===== src/rtl/core/bst_pkg.sv =====
// types, codes and constants of the semaphore table core
package bst_pkg;

    // field widths of the command and result beats
    localparam int CMD_W       = 2;
    localparam int SEM_IDX_W   = 4;
    localparam int THREAD_ID_W = 4;
    localparam int STATUS_W    = 2;

    // entries reachable through the index field, also the upper bound of the scan width
    localparam int IDX_SPAN = 2 ** SEM_IDX_W;

    // default sizes
    localparam int NUM_SEMS_DEF    = 16;
    localparam int NUM_THREADS_DEF = 16;

    typedef enum logic [CMD_W-1:0] {
        CMD_ALLOC = 2'd0,
        CMD_FREE  = 2'd1,
        CMD_DOWN  = 2'd2,
        CMD_UP    = 2'd3
    } t_command;

    typedef enum logic [STATUS_W-1:0] {
        ST_OK          = 2'd0,
        ST_BLOCKED     = 2'd1,
        ST_NONE_FREE   = 2'd2,
        ST_HAS_WAITERS = 2'd3
    } t_status;

    typedef enum logic [1:0] {
        S_IDLE,
        S_EXEC,
        S_SCAN,
        S_DONE
    } t_state;

    // controller to datapath
    typedef struct packed {
        logic load;
        logic exec;
        logic scan;
    } t_dp_cmd;

    // datapath to controller
    typedef struct packed {
        logic req_alloc;
        logic scan_hit;
        logic scan_last;
    } t_dp_stat;

endpackage


===== src/rtl/core/bst_datapath.sv =====
// datapath: command registers, semaphore state, allocation scan and result registers
module bst_datapath #(
    parameter int NUM_SEMS    = bst_pkg::NUM_SEMS_DEF,
    parameter int NUM_THREADS = bst_pkg::NUM_THREADS_DEF
) (
    input  logic                             i_clk,
    input  logic                             i_rst_n,
    input  logic [bst_pkg::CMD_W-1:0]        i_command,
    input  logic [bst_pkg::SEM_IDX_W-1:0]    i_sem_index,
    input  logic [bst_pkg::THREAD_ID_W-1:0]  i_thread_id,
    input  bst_pkg::t_dp_cmd                 i_cmd,
    output bst_pkg::t_dp_stat                o_stat,
    output logic [bst_pkg::STATUS_W-1:0]     o_status,
    output logic [bst_pkg::SEM_IDX_W-1:0]    o_granted_index,
    output logic                             o_woke_valid,
    output logic [bst_pkg::THREAD_ID_W-1:0]  o_woke_thread
);
    import bst_pkg::*;

    // entries seen per scan cycle; also the entries the index field can reach
    localparam int SCAN_W     = (NUM_SEMS < IDX_SPAN) ? NUM_SEMS : IDX_SPAN;
    localparam int NUM_CHUNKS = (NUM_SEMS + SCAN_W - 1) / SCAN_W;
    localparam int CHUNK_W    = (NUM_CHUNKS > 1) ? $clog2(NUM_CHUNKS) : 1;
    localparam int PAD_SEMS   = NUM_CHUNKS * SCAN_W;
    localparam int SEM_W      = $clog2(NUM_SEMS);
    localparam int PICK_W     = $clog2(SCAN_W);
    localparam int ROWS       = SCAN_W;
    localparam int ROW_W      = $clog2(ROWS);
    localparam int THR_W      = $clog2(NUM_THREADS);

    // captured command beat
    t_command                 r_command,   n_command;
    logic [SEM_IDX_W-1:0]     r_sem_index, n_sem_index;
    logic [THREAD_ID_W-1:0]   r_thread_id, n_thread_id;
    logic [CHUNK_W-1:0]       r_chunk,     n_chunk;

    // semaphore state
    logic [NUM_SEMS-1:0]      r_in_use,    n_in_use;
    logic [ROWS-1:0]          r_locked,    n_locked;
    logic [NUM_THREADS-1:0]   r_waiters [ROWS];
    logic [NUM_THREADS-1:0]   n_waiters [ROWS];

    // result beat
    t_status                  r_status,    n_status;
    logic [SEM_IDX_W-1:0]     r_granted,   n_granted;
    logic                     r_woke_valid, n_woke_valid;
    logic [THREAD_ID_W-1:0]   r_woke_thread, n_woke_thread;

    logic                     w_sem_ok;
    logic                     w_thr_ok;
    logic [ROW_W-1:0]         w_row;
    logic [NUM_THREADS-1:0]   w_wrow;
    logic                     w_wake_hit;
    logic [THR_W-1:0]         w_wake_pos;
    logic [PAD_SEMS-1:0]      w_in_use_pad;
    logic [SCAN_W-1:0]        w_chunk_used;
    logic                     w_hit;
    logic [PICK_W-1:0]        w_hit_pos;
    logic                     w_last;
    logic [SEM_W-1:0]         w_alloc_pos;

    // addressed entry and its waiter row
    assign w_sem_ok = int'(r_sem_index) < NUM_SEMS;
    assign w_thr_ok = int'(r_thread_id) < NUM_THREADS;
    assign w_row    = r_sem_index[ROW_W-1:0];
    assign w_wrow   = r_waiters[w_row];

    // lowest waiting thread of the addressed entry
    always_comb begin
        w_wake_hit = 1'b0;
        w_wake_pos = '0;
        for (int i = NUM_THREADS - 1; i >= 0; i--) begin
            if (w_wrow[i]) begin
                w_wake_hit = 1'b1;
                w_wake_pos = THR_W'(i);
            end
        end
    end

    // in-use vector padded to whole chunks, padding reads as taken
    always_comb begin
        w_in_use_pad                 = '1;
        w_in_use_pad[NUM_SEMS-1:0]   = r_in_use;
    end

    assign w_chunk_used = w_in_use_pad[int'(r_chunk) * SCAN_W +: SCAN_W];

    // lowest free entry of the current chunk
    always_comb begin
        w_hit     = 1'b0;
        w_hit_pos = '0;
        for (int j = SCAN_W - 1; j >= 0; j--) begin
            if (!w_chunk_used[j]) begin
                w_hit     = 1'b1;
                w_hit_pos = PICK_W'(j);
            end
        end
    end

    assign w_last      = int'(r_chunk) == (NUM_CHUNKS - 1);
    assign w_alloc_pos = SEM_W'(int'(r_chunk) * SCAN_W + int'(w_hit_pos));

    // next state of registers
    always_comb begin
        n_command     = r_command;
        n_sem_index   = r_sem_index;
        n_thread_id   = r_thread_id;
        n_chunk       = r_chunk;
        n_in_use      = r_in_use;
        n_locked      = r_locked;
        n_waiters     = r_waiters;
        n_status      = r_status;
        n_granted     = r_granted;
        n_woke_valid  = r_woke_valid;
        n_woke_thread = r_woke_thread;

        // capture a command beat
        if (i_cmd.load) begin
            n_command   = t_command'(i_command);
            n_sem_index = i_sem_index;
            n_thread_id = i_thread_id;
            n_chunk     = '0;
        end

        // free, down and up on the addressed entry
        if (i_cmd.exec) begin
            n_status      = ST_OK;
            n_granted     = '0;
            n_woke_valid  = 1'b0;
            n_woke_thread = '0;
            if (w_sem_ok) begin
                case (r_command)
                    CMD_FREE: begin
                        if (|w_wrow) begin
                            n_status = ST_HAS_WAITERS;
                        end else begin
                            n_in_use[SEM_W'(r_sem_index)] = 1'b0;
                            n_locked[w_row]               = 1'b0;
                        end
                    end
                    CMD_DOWN: begin
                        if (r_locked[w_row]) begin
                            if (w_thr_ok) begin
                                n_waiters[w_row][THR_W'(r_thread_id)] = 1'b1;
                            end
                            n_status = ST_BLOCKED;
                        end else begin
                            n_locked[w_row] = 1'b1;
                        end
                    end
                    CMD_UP: begin
                        if (r_locked[w_row]) begin
                            if (w_wake_hit) begin
                                n_waiters[w_row][w_wake_pos] = 1'b0;
                                n_woke_valid                 = 1'b1;
                                n_woke_thread                = THREAD_ID_W'(w_wake_pos);
                            end
                            n_locked[w_row] = 1'b0;
                        end
                    end
                    default: begin
                    end
                endcase
            end
        end

        // allocation scan, one chunk per cycle
        if (i_cmd.scan) begin
            n_woke_valid  = 1'b0;
            n_woke_thread = '0;
            if (w_hit) begin
                n_in_use[w_alloc_pos] = 1'b1;
                n_status              = ST_OK;
                n_granted             = SEM_IDX_W'(w_hit_pos);
            end else if (w_last) begin
                n_status  = ST_NONE_FREE;
                n_granted = '0;
            end else begin
                n_chunk = r_chunk + 1'b1;
            end
        end
    end

    // semaphore state and scan position
    always_ff @(posedge i_clk) begin
        if (!i_rst_n) begin
            r_in_use <= '0;
            r_locked <= '0;
            r_chunk  <= '0;
            for (int k = 0; k < ROWS; k++) begin
                r_waiters[k] <= '0;
            end
        end else begin
            r_in_use  <= n_in_use;
            r_locked  <= n_locked;
            r_chunk   <= n_chunk;
            r_waiters <= n_waiters;
        end
    end

    // command and result payload
    always_ff @(posedge i_clk) begin
        r_command     <= n_command;
        r_sem_index   <= n_sem_index;
        r_thread_id   <= n_thread_id;
        r_status      <= n_status;
        r_granted     <= n_granted;
        r_woke_valid  <= n_woke_valid;
        r_woke_thread <= n_woke_thread;
    end

    // status back to the controller
    assign o_stat.req_alloc = i_command == CMD_ALLOC;
    assign o_stat.scan_hit  = w_hit;
    assign o_stat.scan_last = w_last;

    assign o_status        = r_status;
    assign o_granted_index = r_granted;
    assign o_woke_valid    = r_woke_valid;
    assign o_woke_thread   = r_woke_thread;

endmodule


===== src/rtl/core/bst_ctrl.sv =====
// controller: sequences command capture, execution, allocation scan and result strobe
module bst_ctrl (
    input  logic               i_clk,
    input  logic               i_rst_n,
    input  logic               i_start,
    input  bst_pkg::t_dp_stat  i_stat,
    output bst_pkg::t_dp_cmd   o_cmd,
    output logic               o_busy,
    output logic               o_result_valid
);
    import bst_pkg::*;

    t_state r_state, n_state;

    // state register
    always_ff @(posedge i_clk) begin
        if (!i_rst_n) begin
            r_state <= S_IDLE;
        end else begin
            r_state <= n_state;
        end
    end

    // next state and datapath commands
    always_comb begin
        n_state = r_state;
        o_cmd   = '0;
        case (r_state)
            S_IDLE, S_DONE: begin
                if (i_start) begin
                    o_cmd.load = 1'b1;
                    n_state    = i_stat.req_alloc ? S_SCAN : S_EXEC;
                end else begin
                    n_state = S_IDLE;
                end
            end
            S_EXEC: begin
                o_cmd.exec = 1'b1;
                n_state    = S_DONE;
            end
            S_SCAN: begin
                o_cmd.scan = 1'b1;
                if (i_stat.scan_hit || i_stat.scan_last) begin
                    n_state = S_DONE;
                end
            end
            default: begin
                n_state = S_IDLE;
            end
        endcase
    end

    // handshake outputs
    assign o_busy         = r_state inside {S_EXEC, S_SCAN};
    assign o_result_valid = r_state == S_DONE;

endmodule


===== src/rtl/core/binary_semaphore_table_core.sv =====
// Binary semaphore table with waiter bitmaps. A command beat is taken when start is high
// and busy is low; its result appears on the o_ result ports for one cycle with
// o_result_valid high and must be taken then, as it cannot be held. Free, down and up go
// from acceptance through S_EXEC to S_DONE, which raises the result strobe. Allocate goes
// through S_SCAN, which searches the in-use vector 16 entries a cycle (NUM_SEMS if fewer)
// until it finds a free entry or has searched the last group of entries, and then goes on
// to S_DONE. A new command can be given in the cycle the result strobe is high.
module binary_semaphore_table_core #(
    parameter int NUM_SEMS    = bst_pkg::NUM_SEMS_DEF,
    parameter int NUM_THREADS = bst_pkg::NUM_THREADS_DEF
) (
    input  logic                             i_clk,
    input  logic                             i_rst_n,
    input  logic                             start,
    output logic                             busy,
    input  logic [bst_pkg::CMD_W-1:0]        i_command,
    input  logic [bst_pkg::SEM_IDX_W-1:0]    i_sem_index,
    input  logic [bst_pkg::THREAD_ID_W-1:0]  i_thread_id,
    output logic                             o_result_valid,
    output logic [bst_pkg::STATUS_W-1:0]     o_status,
    output logic [bst_pkg::SEM_IDX_W-1:0]    o_granted_index,
    output logic                             o_woke_valid,
    output logic [bst_pkg::THREAD_ID_W-1:0]  o_woke_thread
);
    import bst_pkg::*;

    t_dp_cmd  w_cmd;
    t_dp_stat w_stat;

    // sequencing
    bst_ctrl u_ctrl (
        .i_clk          (i_clk),
        .i_rst_n        (i_rst_n),
        .i_start        (start),
        .i_stat         (w_stat),
        .o_cmd          (w_cmd),
        .o_busy         (busy),
        .o_result_valid (o_result_valid)
    );

    // state and result datapath
    bst_datapath #(
        .NUM_SEMS    (NUM_SEMS),
        .NUM_THREADS (NUM_THREADS)
    ) u_datapath (
        .i_clk           (i_clk),
        .i_rst_n         (i_rst_n),
        .i_command       (i_command),
        .i_sem_index     (i_sem_index),
        .i_thread_id     (i_thread_id),
        .i_cmd           (w_cmd),
        .o_stat          (w_stat),
        .o_status        (o_status),
        .o_granted_index (o_granted_index),
        .o_woke_valid    (o_woke_valid),
        .o_woke_thread   (o_woke_thread)
    );

endmodule


===== config.mk =====
export PLATFORM = sky130hd
export DESIGN_NAME = binary_semaphore_table_core
export DESIGN_NICKNAME = d
export VERILOG_FILES = /design/src/rtl/core/bst_pkg.sv /design/src/rtl/core/bst_datapath.sv /design/src/rtl/core/bst_ctrl.sv /design/src/rtl/core/binary_semaphore_table_core.sv
export SDC_FILE = /design/constraint.sdc
export NUM_CORES = 1
export LEC_CHECK = 0
export BUFFER_PORTS_ARGS = -buffer_cell sky130_fd_sc_hd__buf_2
export CORE_MARGIN = 1.5
export CORE_UTILIZATION = 35
export CTS_CLUSTER_DIAMETER = 120
export DETAILED_ROUTE_END_ITERATION = 8
export GPL_TIMING_DRIVEN = 0
export PLACE_DENSITY_LB_ADDON = 0.12
export SLEW_MARGIN = 20
export SYNTH_ARGS = -nofsm -noshare
export SYNTH_HDL_FRONTEND = slang
export SYNTH_SLANG_ARGS = --single-unit

===== constraint.sdc =====
create_clock -name i_clk -period 5.87 [get_ports i_clk]
set_input_delay 1.174 -clock i_clk [delete_from_list [all_inputs] [get_ports i_clk]]
set_output_delay 1.174 -clock i_clk [all_outputs]
set_load 0.03 [all_outputs]

==> results_dict.tcl <==
set metrics [dict create \
    fin_nets 1733 \
    netlist_area_mm2 0.0146 \
    clkLatencyLatePin_ps 550 \
    clk_pin_slew_worst_paths_ps 60 \
    die_area_mm2 0.0429 \
    synth_area_per_cell_um2 8.83 \
    num_vias 14000 \
    track_usage_pct 28.4 \
    slowest_delay_ps 830 \
    finalPower_mw 5.02 \
    report.final.hold_viol_count 0 \
    htree_levels 2 \
    fin_crit_ps 5850 \
    final_util_pct 40.5 \
    finalSetupViolCount 0 \
    leakage_nw 5.77 \
    maxSlewViolCount 0 \
    diodes 0 \
    clock-root-buffer "clkbuf_16" \
    worstPathMaxFanout 10 \
    synth_top_area_share_pct 41.5 \
    fmax_mhz 171 \
    syn-num-nets 1670 \
    wl_per_cell_um 27.3 \
    async_reset_ff_share_pct 0 \
    status "completed" \
    grt_pass1_wl_um 90600 \
    io_pins 26 \
    hold_slack_ps 438 \
    rsz0062_at_grt "no" \
    ant_nets 0 \
    viasPerCell 6.15 \
    die-height_um 207 \
    hp-class "flip-flop to flip-flop" \
    path_cells "clkbuf_1 > nor2b_1 > clkbuf_1 > clkbuf_1 > a22o_1 > a221o_1 > a211oi_1 > o311ai_1 > nand3_1 > o21ai_1 > clkbuf_1 > and2_1 > clkbuf_1 > a21oi_1" \
    routed_wl_um 62000 \
    std_cell_rows 74 \
    yosys-top-cells-count "302 x dfxtp_1, 286 x nor2_1, 256 x o21ai_0, 220 x a21oi_1, 120 x clkbuf_1" \
    end_kind "flip-flop" \
    core_mm2 0.0409 \
    drv_cap 0 \
    crit_top_cell "clkbuf_1" \
    die_w_um 207 \
    worstMarginPinSlew_ps 1220 \
    netlist-cell-type-count 63 \
    cp.required_ps 6260 \
    synth.area.top_cells "dfxtp_1 41%, mux4_2 10%, o21ai_0 8.8%" \
    cts_tree "yes" \
    drt_drc_violations_left 0 \
    yosysSeqAreaShare_pct 43.6 \
    ys_warn_count 0 \
    cts_made_buffers 37 \
    holdBufCountCts 0 \
    post-cts-setup-buffer-count 0 \
    crit_slowest_cell "clkbuf_1" \
    cts_resized 0 \
    critPathArrivalTime_ps 6230 \
    clkSinkCount 312 \
    cellPowerDensity_mw_per_mm2 303 \
    peakVddDrop_mv 0.172 \
    drive_above_1_share_pct 14.6 \
    start_util_pct 35.6 \
    globalRouteOverflowTotal 0 \
    finalClockSkew_ps 25.1 \
    clk_path_buf_depth 3 \
    netlist.top_cell.by_area "dfxtp_1" \
    tns_ps 0 \
    yosysMostFrequentCell "dfxtp_1" \
    grt_max_degree 13 \
    dr.first_iter.drc_count 1686 \
    antenna_found_initial 2 \
    dpl.hpwl_um 43400 \
    start_kind "flip-flop" \
    critical-path-top-delay-family "buffers and inverters" \
    port_buffers 24 \
    synth_flop_cell "dfxtp_1" \
    grt_pass1_vias 13200 \
    drtPass1Iterations 7 \
    gp_congestion 0.961 \
    synth-edff-count 10 \
    ys_seq_elements 312 \
    crit_buf_inv 5 \
    areaGrowthSynthToFinish_pct 13.6 \
    fin_crit_sh_pct 99.6 \
    crit_type "flip-flop to flip-flop" \
    syn_inst 1651 \
    slew-limit-headroom_pct 18.9 \
]
## worst register-to-register path: stages (launching register included)
cell and delay [ps]:
edfxtp_1 370, clkbuf_1 360, nor2b_1 210, clkbuf_1 510, clkbuf_1 830, a22o_1 400
a221o_1 150, a211oi_1 50, o311ai_1 290, nand3_1 360, o21ai_1 590, clkbuf_1 590
and2_1 350, clkbuf_1 480, a21oi_1 140
## final cells by class
cell class                      instances  area [um^2]
Clock inverter                         10         76.3
Tap cell                              532          666
Buffer                                159          719
Timing Repair Buffer                   24          120
Fill cell                            4156        24400
Inverter                               14         52.6
Clock buffer                           55         1110
Multi-Input combinational cell       1166         7470
Sequential cell                       312         6350
## state kept, by name, summed over array words and instances, names as in the netlist, named ones only
| register | cells |
|---|---|
| u_ctrl.r_state | 2 |
| u_datapath.o_woke_valid | 1 |
| u_datapath.r_waiters | 256 |
| u_datapath.o_woke_thread | 4 |
| u_datapath.r_thread_id | 4 |
| u_datapath.o_status | 2 |
| u_datapath.o_granted_index | 4 |
| u_datapath.r_sem_index | 4 |
| u_datapath.r_chunk | 1 |
| u_datapath.r_command | 2 |
| u_datapath.r_in_use | 16 |
## cell usage in the layout (no fill, tap or decap), types with 8 or more instances in the layout
cell type  instances
nor2b_1           12
o31ai_2           10
a22o_1             9
inv_1             14
clkbuf_1         128
nor3_1            19
o21ai_0          256
clkbuf_16         39
nand2_1           59
a21oi_1          220
nand3_1           31
dfxtp_1          302
edfxtp_1          10
a31oi_1           14
nor2_1           285
and2_1            13
o211ai_1          15
nand4_1            9
buf_6              9
o221a_2           28
a22oi_1           19
buf_2             48
o211ai_2          14
mux4_2            67
and2_0             8
## worst paths after layout
check / start / slack (ps) / end / cells past startpoint
max: u_datapath.r_sem_index[3] / 20 / u_datapath.r_waiters[117] / 14
min: u_datapath.o_woke_thread[0] / 440 / u_datapath.o_woke_thread[0] / 2
max reg2reg: u_datapath.r_sem_index[3] / 20 / u_datapath.r_waiters[117] / 14
min reg2reg: u_datapath.o_woke_thread[0] / 440 / u_datapath.o_woke_thread[0] / 2
## power breakdown
group          switching, mW  total, mW  internal, mW  leakage (nW)
registers            0.00759       2.16          2.15          2.53
logic                  0.447      0.572         0.125          2.65
clock network          0.950       2.29          1.34         0.587
## stage by stage
stage | cell area, um^2 | cells | setup WS, ps
2_1_floorplan | 14600 | 1651 | 2350
3_3_place_gp | 15400 | 2207 | 303
3_5_place_dp | 15400 | 2207 | 250
4_1_cts | 16600 | 2272 | 211
5_1_grt | 16600 | 2272 | 2.98
6_report | 16600 | 2272 | 22.6
## cell families (layout without fill, tap and decap cells)
group | count (synthesis) | count (layout) | synth area share, %
AO/OA/AOI/OAI | 620 | 620 | 25.7
AND/OR/NAND/NOR | 471 | 471 | 14.3
flip-flops | 312 | 312 | 43.6
buffers and inverters | 173 | 262 | 5.29
multiplexers | 69 | 69 | 10.7
adder cells (fa/ha/maj) | 6 | 6 | 0.515
## per-layer routing
| layer | up-vias | GRT usage, % | share of wire, % |
|---|---|---|---|
| met5 | - | 0 | 0 |
| met4 | 0 | 12.7 | 4.6 |
| met3 | 163 | 5.31 | 9.1 |
| met2 | 748 | 44.3 | 45 |
| met1 | 6955 | 38.2 | 42 |
| li1 | 6118 | - | - |
(Power assumes the default switching activity.)
